<file path="src/hdl/scm_pkg.sv">
// Shared types, constants and helpers for the stick-to-command mixer.
`default_nettype none

package scm_pkg;

   // Working width for signed intermediate results (two's complement).
   localparam int ACC_W = 12;

   // Shared multiplier operand and product widths.
   localparam int MUL_A_W = 17;
   localparam int MUL_B_W = 16;
   localparam int MUL_P_W = MUL_A_W + MUL_B_W;

   // Reciprocals for division by a constant: q = (x * RECIP) >> SHIFT.
   // Exact over the operand ranges used here.
   localparam logic [MUL_A_W-1:0] RECIP_5   = 17'd205;
   localparam int                 SHIFT_5   = 10;
   localparam logic [MUL_A_W-1:0] RECIP_12  = 17'd5462;
   localparam int                 SHIFT_12  = 16;
   localparam logic [MUL_A_W-1:0] RECIP_100 = 17'd83887;
   localparam int                 SHIFT_100 = 23;

   // Register reset values.
   localparam logic [7:0] RST_RAMP_TARGET  = 8'd230;
   localparam logic [7:0] RST_CRUISE_BASE  = 8'd215;
   localparam logic [7:0] RST_BOOST_OFFSET = 8'd39;
   localparam logic [7:0] RST_YAW_CAP      = 8'd168;

   // Stick and command constants.
   localparam logic [7:0]       STICK_MID       = 8'd127;
   localparam logic [7:0]       DEAD_LOW        = 8'd108;
   localparam logic [7:0]       DEAD_HIGH       = 8'd148;
   localparam logic [7:0]       YAW_CENTER      = 8'd128;
   localparam logic [ACC_W-1:0] NORMAL_SERVO    = 12'd30;
   localparam logic [ACC_W-1:0] RAMP_POWER_BASE = 12'd250;
   localparam logic [ACC_W-1:0] CRUISE_POWER    = 12'd115;
   localparam logic [10:0]      TRIM_FULL       = 11'd1024;

   typedef enum logic [1:0] {
      CSR_RAMP_TARGET  = 2'd0,
      CSR_CRUISE_BASE  = 2'd1,
      CSR_BOOST_OFFSET = 2'd2,
      CSR_YAW_CAP      = 2'd3
   } csr_index_type;

   typedef struct packed {
      logic               en;
      logic [MUL_A_W-1:0] a;
      logic [MUL_B_W-1:0] b;
   } mul_req_type;

   // Clamp a two's complement value to 0..255.
   function automatic logic [7:0] sat8(input logic [ACC_W-1:0] v);
      logic [7:0] r;
      if (v[ACC_W-1]) begin
         r = 8'd0;
      end else if (v[ACC_W-2:8] != '0) begin
         r = 8'd255;
      end else begin
         r = v[7:0];
      end
      return r;
   endfunction

endpackage

`default_nettype wire

</file>
<file path="src/hdl/scm_mul.sv">
// Shared registered multiplier used by the mixer sequencer.
`default_nettype none

module scm_mul (
   input  wire                            clock,
   input  scm_pkg::mul_req_type           mul_req,
   output logic [scm_pkg::MUL_P_W-1:0]    prod
);
   import scm_pkg::*;

   logic [MUL_P_W-1:0] prod_ff;

   // Hold the product unless a new operation is issued.
   always_ff @(posedge clock) begin
      if (mul_req.en) begin
         prod_ff <= MUL_P_W'(mul_req.a) * MUL_P_W'(mul_req.b);
      end
   end

   assign prod = prod_ff;

endmodule

`default_nettype wire

</file>
<file path="src/hdl/stick_to_command_mixer.sv">
// Top level of the stick-to-command mixer: sequencer, registers and result stage.
// Normal and cruise ticks pass through ST_STEP1 and ST_DONE, ramp ticks through
// ST_STEP1, ST_STEP2, ST_STEP3 and ST_DONE; the STEP states use the single shared
// multiplier. One item is in work at a time; ST_DONE waits for a free result slot.
// Synchronous active-high reset clears the sequencer, the result valid flag,
// the ramp counter and the last servo value, and loads the register defaults.
`default_nettype none

module stick_to_command_mixer #(
   parameter int RAMP_STEPS = 10
) (
   input  wire         clock,
   input  wire         reset,
   // input items
   input  wire         req_valid,
   output logic        req_ready,
   input  wire  [9:0]  req_yaw_sample,
   input  wire  [9:0]  req_pitch_sample,
   input  wire  [9:0]  req_throttle_sample,
   input  wire  [9:0]  req_trim_sample,
   input  wire         req_transition_switch,
   input  wire         req_boost_switch,
   input  wire         req_mode_on_switch,
   input  wire         req_mode_off_switch,
   // result items
   output logic        rsp_valid,
   input  wire         rsp_ready,
   output logic [7:0]  rsp_yaw_cmd,
   output logic [7:0]  rsp_servo_cmd,
   output logic [7:0]  rsp_power_cmd,
   output logic        rsp_mode_cmd,
   // register writes
   input  wire         csr_we,
   input  wire  [1:0]  csr_index,
   input  wire  [7:0]  csr_wdata
);
   import scm_pkg::*;

   // Ramp counter width follows from the step count; it saturates at RAMP_STEPS.
   localparam int             RampW    = $clog2(RAMP_STEPS + 1);
   localparam logic [RampW-1:0] RampLast = RampW'(RAMP_STEPS);

   typedef enum logic [2:0] {
      ST_IDLE,
      ST_STEP1,
      ST_STEP2,
      ST_STEP3,
      ST_DONE
   } state_type;

   // Sequencer and registers
   state_type        state_ff, state_in;
   logic [7:0]       target_ff, target_in;
   logic [7:0]       cruise_ff, cruise_in;
   logic [7:0]       boost_off_ff, boost_off_in;
   logic [7:0]       yaw_cap_ff, yaw_cap_in;
   logic [RampW-1:0] ramp_step_ff, ramp_step_in;
   logic [7:0]       last_servo_ff, last_servo_in;
   logic             rsp_valid_ff, rsp_valid_in;

   // Latched item (samples already divided by four)
   logic [7:0]       yaw_s_ff, yaw_s_in;
   logic [7:0]       pitch_s_ff, pitch_s_in;
   logic [7:0]       throttle_s_ff, throttle_s_in;
   logic [9:0]       trim_ff, trim_in;
   logic             trans_ff, trans_in;
   logic             boost_ff, boost_in;
   logic             mode_ff, mode_in;

   // Result stage
   logic [7:0]       rsp_yaw_ff, rsp_yaw_in;
   logic [7:0]       rsp_servo_ff, rsp_servo_in;
   logic [7:0]       rsp_power_ff, rsp_power_in;
   logic             rsp_mode_ff, rsp_mode_in;

   // Shared multiplier
   mul_req_type        mul_req;
   logic [MUL_P_W-1:0] prod;

   scm_mul u_mul (
      .clock   (clock),
      .mul_req (mul_req),
      .prod    (prod)
   );

   // Derived terms
   logic             accept;
   logic             out_free;
   logic             ramp_active;
   logic             d_neg;
   logic [7:0]       d_mag;
   logic             diff_neg;
   logic [7:0]       diff_mag;
   logic [10:0]      trim_gap;
   logic [9:0]       q_ramp;
   logic [4:0]       q_5;
   logic [6:0]       q_12;
   logic [ACC_W-1:0] s_ext;
   logic [ACC_W-1:0] servo_raw;
   logic [ACC_W-1:0] power_raw;
   logic [7:0]       y_val;
   logic [7:0]       yaw_val;
   logic [7:0]       servo_sat;

   assign accept   = req_valid && req_ready;
   assign out_free = !rsp_valid_ff || rsp_ready;

   // Ramp runs while the transition is held and the counter has not reached the end.
   assign ramp_active = trans_ff && (ramp_step_ff < RampLast);

   // 128 - p equals (pitch/4) - 127; keep sign and magnitude for truncating division.
   assign d_neg = pitch_s_ff < STICK_MID;
   assign d_mag = d_neg ? (STICK_MID - pitch_s_ff) : (pitch_s_ff - STICK_MID);

   // Ramp distance from last servo to target.
   assign diff_neg = target_ff < last_servo_ff;
   assign diff_mag = diff_neg ? (last_servo_ff - target_ff) : (target_ff - last_servo_ff);

   assign trim_gap = TRIM_FULL - {1'b0, trim_ff};

   // Quotients taken from the last multiplier product.
   assign q_ramp = prod[SHIFT_100 +: 10];
   assign q_5    = prod[SHIFT_5 +: 5];
   assign q_12   = prod[SHIFT_12 +: 7];

   assign s_ext = ACC_W'(ramp_step_ff);

   // Operand selection for the shared multiplier.
   always_comb begin
      mul_req = '0;
      unique case (state_ff)
         ST_STEP1: begin
            mul_req.en = 1'b1;
            if (ramp_active) begin
               // s * s
               mul_req.a = MUL_A_W'(ramp_step_ff);
               mul_req.b = MUL_B_W'(ramp_step_ff);
            end else if (trans_ff) begin
               // (1024 - trim) / 12
               mul_req.a = RECIP_12;
               mul_req.b = MUL_B_W'(trim_gap);
            end else begin
               // |128 - p| / 5
               mul_req.a = RECIP_5;
               mul_req.b = MUL_B_W'(d_mag);
            end
         end
         ST_STEP2: begin
            // s*s * |T - L|
            mul_req.en = 1'b1;
            mul_req.a  = MUL_A_W'(prod[7:0]);
            mul_req.b  = MUL_B_W'(diff_mag);
         end
         ST_STEP3: begin
            // divide the scaled distance by 100
            mul_req.en = 1'b1;
            mul_req.a  = RECIP_100;
            mul_req.b  = prod[MUL_B_W-1:0];
         end
         ST_IDLE, ST_DONE: begin
            mul_req = '0;
         end
         default: begin
            mul_req = '0;
         end
      endcase
   end

   // Final servo, power and yaw, evaluated in the finishing state.
   always_comb begin
      if (ramp_active) begin
         servo_raw = diff_neg ? (ACC_W'(last_servo_ff) - ACC_W'(q_ramp))
                              : (ACC_W'(last_servo_ff) + ACC_W'(q_ramp));
         power_raw = RAMP_POWER_BASE - ((s_ext << 4) - s_ext);
      end else if (trans_ff) begin
         servo_raw = ACC_W'(cruise_ff) + (boost_ff ? ACC_W'(boost_off_ff) : '0);
         power_raw = d_neg ? (CRUISE_POWER + ACC_W'(q_12) - ACC_W'(d_mag[7:2]))
                           : (CRUISE_POWER + ACC_W'(q_12) + ACC_W'(d_mag[7:2]));
      end else begin
         servo_raw = d_neg ? (NORMAL_SERVO - ACC_W'(q_5)) : (NORMAL_SERVO + ACC_W'(q_5));
         power_raw = ACC_W'(throttle_s_ff);
      end
   end

   assign servo_sat = sat8(servo_raw);

   // Dead zone returns center; otherwise clamp at the cap.
   assign y_val = ~yaw_s_ff;
   always_comb begin
      if ((y_val > DEAD_LOW) && (y_val < DEAD_HIGH)) begin
         yaw_val = YAW_CENTER;
      end else if (y_val > yaw_cap_ff) begin
         yaw_val = yaw_cap_ff;
      end else begin
         yaw_val = y_val;
      end
   end

   // Next-state logic
   always_comb begin
      state_in      = state_ff;
      target_in     = target_ff;
      cruise_in     = cruise_ff;
      boost_off_in  = boost_off_ff;
      yaw_cap_in    = yaw_cap_ff;
      ramp_step_in  = ramp_step_ff;
      last_servo_in = last_servo_ff;
      rsp_valid_in  = rsp_valid_ff && !rsp_ready;

      yaw_s_in      = yaw_s_ff;
      pitch_s_in    = pitch_s_ff;
      throttle_s_in = throttle_s_ff;
      trim_in       = trim_ff;
      trans_in      = trans_ff;
      boost_in      = boost_ff;
      mode_in       = mode_ff;

      rsp_yaw_in    = rsp_yaw_ff;
      rsp_servo_in  = rsp_servo_ff;
      rsp_power_in  = rsp_power_ff;
      rsp_mode_in   = rsp_mode_ff;

      if (csr_we) begin
         unique case (csr_index_type'(csr_index))
            CSR_RAMP_TARGET:  target_in    = csr_wdata;
            CSR_CRUISE_BASE:  cruise_in    = csr_wdata;
            CSR_BOOST_OFFSET: boost_off_in = csr_wdata;
            CSR_YAW_CAP:      yaw_cap_in   = csr_wdata;
            default:          target_in    = target_ff;
         endcase
      end

      unique case (state_ff)
         ST_IDLE: begin
            if (accept) begin
               // Latch the item; the stick samples only matter divided by four.
               yaw_s_in      = req_yaw_sample[9:2];
               pitch_s_in    = req_pitch_sample[9:2];
               throttle_s_in = req_throttle_sample[9:2];
               trim_in       = req_trim_sample;
               trans_in      = req_transition_switch;
               boost_in      = req_boost_switch;
               mode_in       = req_mode_on_switch && !req_mode_off_switch;
               state_in      = ST_STEP1;
            end
         end
         ST_STEP1: begin
            state_in = ramp_active ? ST_STEP2 : ST_DONE;
         end
         ST_STEP2: begin
            state_in = ST_STEP3;
         end
         ST_STEP3: begin
            state_in = ST_DONE;
         end
         ST_DONE: begin
            // Wait for a free result slot, then publish and advance the ramp state.
            if (out_free) begin
               rsp_valid_in  = 1'b1;
               rsp_yaw_in    = yaw_val;
               rsp_servo_in  = servo_sat;
               rsp_power_in  = sat8(power_raw);
               rsp_mode_in   = trans_ff ? 1'b0 : mode_ff;
               last_servo_in = servo_sat;
               if (!trans_ff) begin
                  ramp_step_in = '0;
               end else if (ramp_step_ff < RampLast) begin
                  ramp_step_in = ramp_step_ff + 1'b1;
               end
               state_in = ST_IDLE;
            end
         end
         default: begin
            state_in = ST_IDLE;
         end
      endcase
   end

   always_ff @(posedge clock) begin
      if (reset) begin
         state_ff      <= ST_IDLE;
         target_ff     <= RST_RAMP_TARGET;
         cruise_ff     <= RST_CRUISE_BASE;
         boost_off_ff  <= RST_BOOST_OFFSET;
         yaw_cap_ff    <= RST_YAW_CAP;
         ramp_step_ff  <= '0;
         last_servo_ff <= '0;
         rsp_valid_ff  <= 1'b0;
      end else begin
         state_ff      <= state_in;
         target_ff     <= target_in;
         cruise_ff     <= cruise_in;
         boost_off_ff  <= boost_off_in;
         yaw_cap_ff    <= yaw_cap_in;
         ramp_step_ff  <= ramp_step_in;
         last_servo_ff <= last_servo_in;
         rsp_valid_ff  <= rsp_valid_in;
      end
      // Payload registers carry no reset.
      yaw_s_ff      <= yaw_s_in;
      pitch_s_ff    <= pitch_s_in;
      throttle_s_ff <= throttle_s_in;
      trim_ff       <= trim_in;
      trans_ff      <= trans_in;
      boost_ff      <= boost_in;
      mode_ff       <= mode_in;
      rsp_yaw_ff    <= rsp_yaw_in;
      rsp_servo_ff  <= rsp_servo_in;
      rsp_power_ff  <= rsp_power_in;
      rsp_mode_ff   <= rsp_mode_in;
   end

   // Take a new item only when the sequencer is free.
   assign req_ready = (state_ff == ST_IDLE);

   assign rsp_valid     = rsp_valid_ff;
   assign rsp_yaw_cmd   = rsp_yaw_ff;
   assign rsp_servo_cmd = rsp_servo_ff;
   assign rsp_power_cmd = rsp_power_ff;
   assign rsp_mode_cmd  = rsp_mode_ff;

endmodule

`default_nettype wire

</file>
<file path="config.mk">
export PLATFORM = sky130hd
export DESIGN_NAME = stick_to_command_mixer
export DESIGN_NICKNAME = d
export VERILOG_FILES = /design/src/hdl/scm_pkg.sv /design/src/hdl/scm_mul.sv /design/src/hdl/stick_to_command_mixer.sv
export SDC_FILE = /design/constraint.sdc
export NUM_CORES = 1
export LEC_CHECK = 0
export BUFFER_PORTS_ARGS = -buffer_cell sky130_fd_sc_hd__buf_4
export CAP_MARGIN = 0
export CORE_UTILIZATION = 45
export CTS_BUF_LIST = sky130_fd_sc_hd__clkbuf_8 sky130_fd_sc_hd__clkbuf_16
export DETAILED_ROUTE_END_ITERATION = 6
export GPL_ROUTABILITY_DRIVEN = 1
export PLACE_DENSITY = 0.64
export SYNTH_ARGS = -nofsm -noshare
export SYNTH_HDL_FRONTEND = slang
export SYNTH_SLANG_ARGS = --single-unit
</file>
<file path="constraint.sdc">
create_clock -name clock -period 7.7 [get_ports clock]
set_clock_uncertainty 0.15 [all_clocks]
set_input_delay 1.54 -clock clock [delete_from_list [all_inputs] [get_ports clock]]
set_output_delay 1.54 -clock clock [all_outputs]
set_load 0.02 [all_outputs]
</file>
==> flow_metrics.py <==
metrics = {
    "floorplan": {
        "core_area_sq_um": 35800,
        "die_x_um": 193,
        "io_pins": 86,
        "fp.dieH_um": 193,
        "initial_core_util_pct": 46.0,
        "dieArea_sq_um": 37400,
        "placementRows": 69,
    },
    "setup_path": {
        "cp_slowest_cell": "fa_1",
        "r2r_slack_ns": -0.07,
        "reg2reg_to": "u_mul.prod[32]",
        "cp_slowest_stage_delay_ns": 0.54,
        "r2r-start": "target_ff[0]",
        "worstSetupEndpointType": "flop",
        "worst_ep_arrival_time_ns": 7.81,
        "cp_max_fo": 6,
        "r2r_cells": 34,
        "worst_setup_path_start_kind": "flop",
        "cp.required_ns": 7.74,
        "criticalPathCategory": "flop to flop",
    },
    "detailed_routing": {
        "drc": 10,
        "vias": 13431,
        "detail_route.vias_per_cell": 5.33,
        "drt-total-wl_um": 44100,
        "first_pass_iters": 7,
        "ant_nets": 0,
        "routedWlPerCell_um": 17.5,
        "drt_iter0_markers": 879,
    },
    "grt": {
        "grt_pass1_wl_um": 71500,
        "grt_usage_pct": 24.2,
        "gr-total-overflow": 0,
        "grt_max_degree": 43,
        "first_global_vias": 13726,
        "antenna_found_initial": 0,
    },
    "pwr": {
        "p_leak_uw": 0.00943,
        "p_per_area_nw_per_um2": 131,
        "irDropWorstVdd_uv": 165,
    },
    "sta": {
        "relSlewSlack_pct": 24.3,
        "slew_violations": 0,
        "max_slew.worst_pin.slew_ns": 1.14,
        "final_hold_viol_count": 0,
        "setup_slack_ns": -0.0712,
        "fmax_mhz": 129,
        "rsz0062_at_grt": "true",
        "fin_crit_ns": 7.77,
        "tns_ns": -0.141,
        "fin_hold_ws_ns": 0.308,
        "finalSetupViolCount": 3,
        "post-route-period-util_pct": 101,
    },
    "placed_design": {
        "dpl_worst_slack_ns": -0.451,
        "dp_hpwl_um": 35400,
        "io_buffer_count": 79,
        "placedCellCount": 2477,
        "place_congestion": 0.917,
    },
    "finish": {
        "post-route-util_pct": 55.1,
        "antenna_cells": 0,
        "layoutNonFillerInstCount": 2518,
        "drive_above_1_share_pct": 18.3,
        "area_delta_synth_final_pct": 19.7,
        "nets": 2469,
        "n_fill_cell": 3214,
    },
    "synth": {
        "ys_seq_area_share_pct": 23.1,
        "syn_inst": 1832,
        "ys_warn_count": 0,
        "ys_ff_latch": 143,
        "yosys.area.top_type_share_pct": 20.5,
        "ys_types": 82,
        "avgSynthCellArea_sq_um": 9.00,
        "netlist_area_sq_um": 16500,
        "synth_top_flop_cell": "edfxtp_1",
        "synth_edf_count": 95,
        "synth.area.top_cells": "fa_1, edfxtp_1, ha_1, inv_1, dfxtp_1",
        "async_flop_share_pct": 0,
        "synth_top_area_cell": "fa_1",
    },
    "hold_path": {
        "hold_path.class": "flop to flop",
        "hold_path.startpoint": "boost_off_ff[6]",
        "hold_end": "boost_off_ff[6]",
        "hold_depth": 2,
    },
    "clock_tree": {
        "clk_latency_ns": 0.45,
        "clock-sinks": 143,
        "hold_buffers": 0,
        "cts_tree": "done",
        "cts_inserted_buffers": 17,
        "cts_root_buffer": "clkbuf_16",
        "path_clk_slew_ns": 0.07,
        "clk_path_buf_depth": 2,
        "htreeDepth": 4,
    },
    "job": {
        "maxCapViolations": 0,
    },
    "outcome": {
        "violations": "design-rule violations, negative setup slack",
        "status": "finished with violations",
    },
}
## synthesized netlist by cell type (4+ instances only)
cell type / count
nor4_1: 4
and2_1: 13
a21oi_1: 123
and3_1: 20
a211o_1: 11
buf_2: 4
nand2b_1: 14
a211oi_1: 21
mux2i_1: 6
o211ai_1: 18
xor2_1: 16
nand3_1: 20
ha_1: 197
a21boi_0: 6
o21bai_1: 12
a21o_1: 17
nor3_1: 21
nand3b_1: 12
nand4_1: 5
a31oi_1: 20
o2111ai_1: 4
o21ai_0: 57
o21ai_1: 5
xnor2_1: 55
dfxtp_1: 48
clkbuf_1: 40
inv_1: 351
or3_1: 10
nor2_1: 149
or2_2: 12
fa_1: 169
nor2b_1: 19
o22ai_1: 5
o31ai_1: 4
edfxtp_1: 95
nor3b_1: 6
nand2_1: 162
o21a_1: 8
## critical path, delay by kind of cell, from the launching register on
family	cells	cell delay, ns
AND/OR/NAND/NOR	5	0.67
XOR/XNOR	1	0.16
AO/OA/AOI/OAI	9	1.49
flip-flops	1	0.33
multiplexers	1	0.37
adder cells (fa/ha/maj)	9	3.61
buffers and inverters	9	0.75
## layout make-up
cell class	instances	area (sq um)	share of cell area (%)
inverters	352	1320	6.70
repair buffers	230	1740	8.83
clock buffers	21	526	2.66
clock inverters	11	70.1	0.355
well taps	461	577	2.92
flip-flops and latches	143	3820	19.4
multi-input cells	1300	11700	59.2
## what timing repair did
action | in CTS | in global routing
endpoints found under the setup margin | 17 | 17
resized for setup | 63 | 37
pin swaps | 50 | 64
buffers inserted | 2 | 7
## sequential cells by signal, indices dropped and copies added, names as in the netlist
signal / flops
target_ff: 8
yaw_cap_ff: 8
cruise_ff: 8
last_servo_ff: 8
mode_ff: 1
ramp_step_ff: 4
yaw_s_ff: 8
rsp_yaw_cmd: 8
throttle_s_ff: 8
boost_off_ff: 8
rsp_servo_cmd: 8
rsp_valid: 1
pitch_s_ff: 8
boost_ff: 1
trans_ff: 1
rsp_power_cmd: 8
state_ff: 3
u_mul.prod: 33
rsp_mode_cmd: 1
trim_ff: 10
## worst max path at each step
| stage | startpoint | end | depth (start not counted) |
|---|---|---|---|
| 2_1_floorplan | last_servo_ff[0] | u_mul.prod[32] | 30 |
| 3_3_place_gp | target_ff[0] | u_mul.prod[32] | 31 |
| 3_5_place_dp | target_ff[0] | u_mul.prod[32] | 33 |
| 4_1_cts | target_ff[0] | u_mul.prod[32] | 34 |
| 5_1_grt | target_ff[0] | u_mul.prod[32] | 34 |
| 6_report | target_ff[0] | u_mul.prod[32] | 34 |
## cell families after synthesis
family / share of synthesized area (%)
and+or+nand+nor: 13.6
buffers and inverters: 9.34
adders and majority gates: 35.5
AOI/OAI and AO/OA: 14.0
DFF: 23.1
xor gates and xnor gates: 3.77
muxes: 0.592
other: 0.0456
## power breakdown
part / internal (uW) / leakage (uW) / total, uW / switching (uW)
clock: 489 / 0.000310 / 851 / 362
sequential: 884 / 0.00129 / 927 / 43.0
combinational: 340 / 0.00783 / 803 / 463
total: 1710 / 0.00943 / 2580 / 868
## per-layer routing
| layer | vias to the layer above | wire, um | GRT usage [%] |
|---|---|---|---|
| li1 | 6452 | - | - |
| met1 | 6579 | 19100 | 31.0 |
| met2 | 344 | 22000 | 42.1 |
| met3 | 56 | 2070 | 3.63 |
| met4 | 0 | 962 | 7.20 |
| met5 | - | 0 | 0 |
## layout by cell type, fill, tap and decap left out, types with 12 or more instances in the layout
master	synthesis	final
conb_1	2	15
inv_1	351	341
clkbuf_16	0	21
nor2b_1	19	19
a211oi_1	21	20
and3_1	20	20
dfxtp_1	48	45
inv_2	1	14
buf_4	0	226
nand3b_1	12	12
a21oi_2	3	13
xor2_1	16	16
nor3_1	21	20
nand2_1	162	162
edfxtp_1	95	95
a21oi_1	123	111
o211ai_1	18	18
ha_1	197	186
fa_1	169	161
and2_1	13	12
a21o_1	17	17
nand3_1	20	18
a31oi_1	20	20
xnor2_1	55	53
o21ai_0	57	54
nor2_1	149	143
nand2b_1	14	12
or2_2	12	12
## through the flow
| stage | cell area [sq um] | total power (uW) |
|---|---|---|
| after floorplan | 16600 | 1440 |
| after global placement | 18600 | 1690 |
| after detailed placement | 18600 | 1700 |
| after CTS | 19500 | 2570 |
| after global routing | 19700 | 2720 |
| final | 19700 | 2580 |
Power figures use the tool's default switching activity.
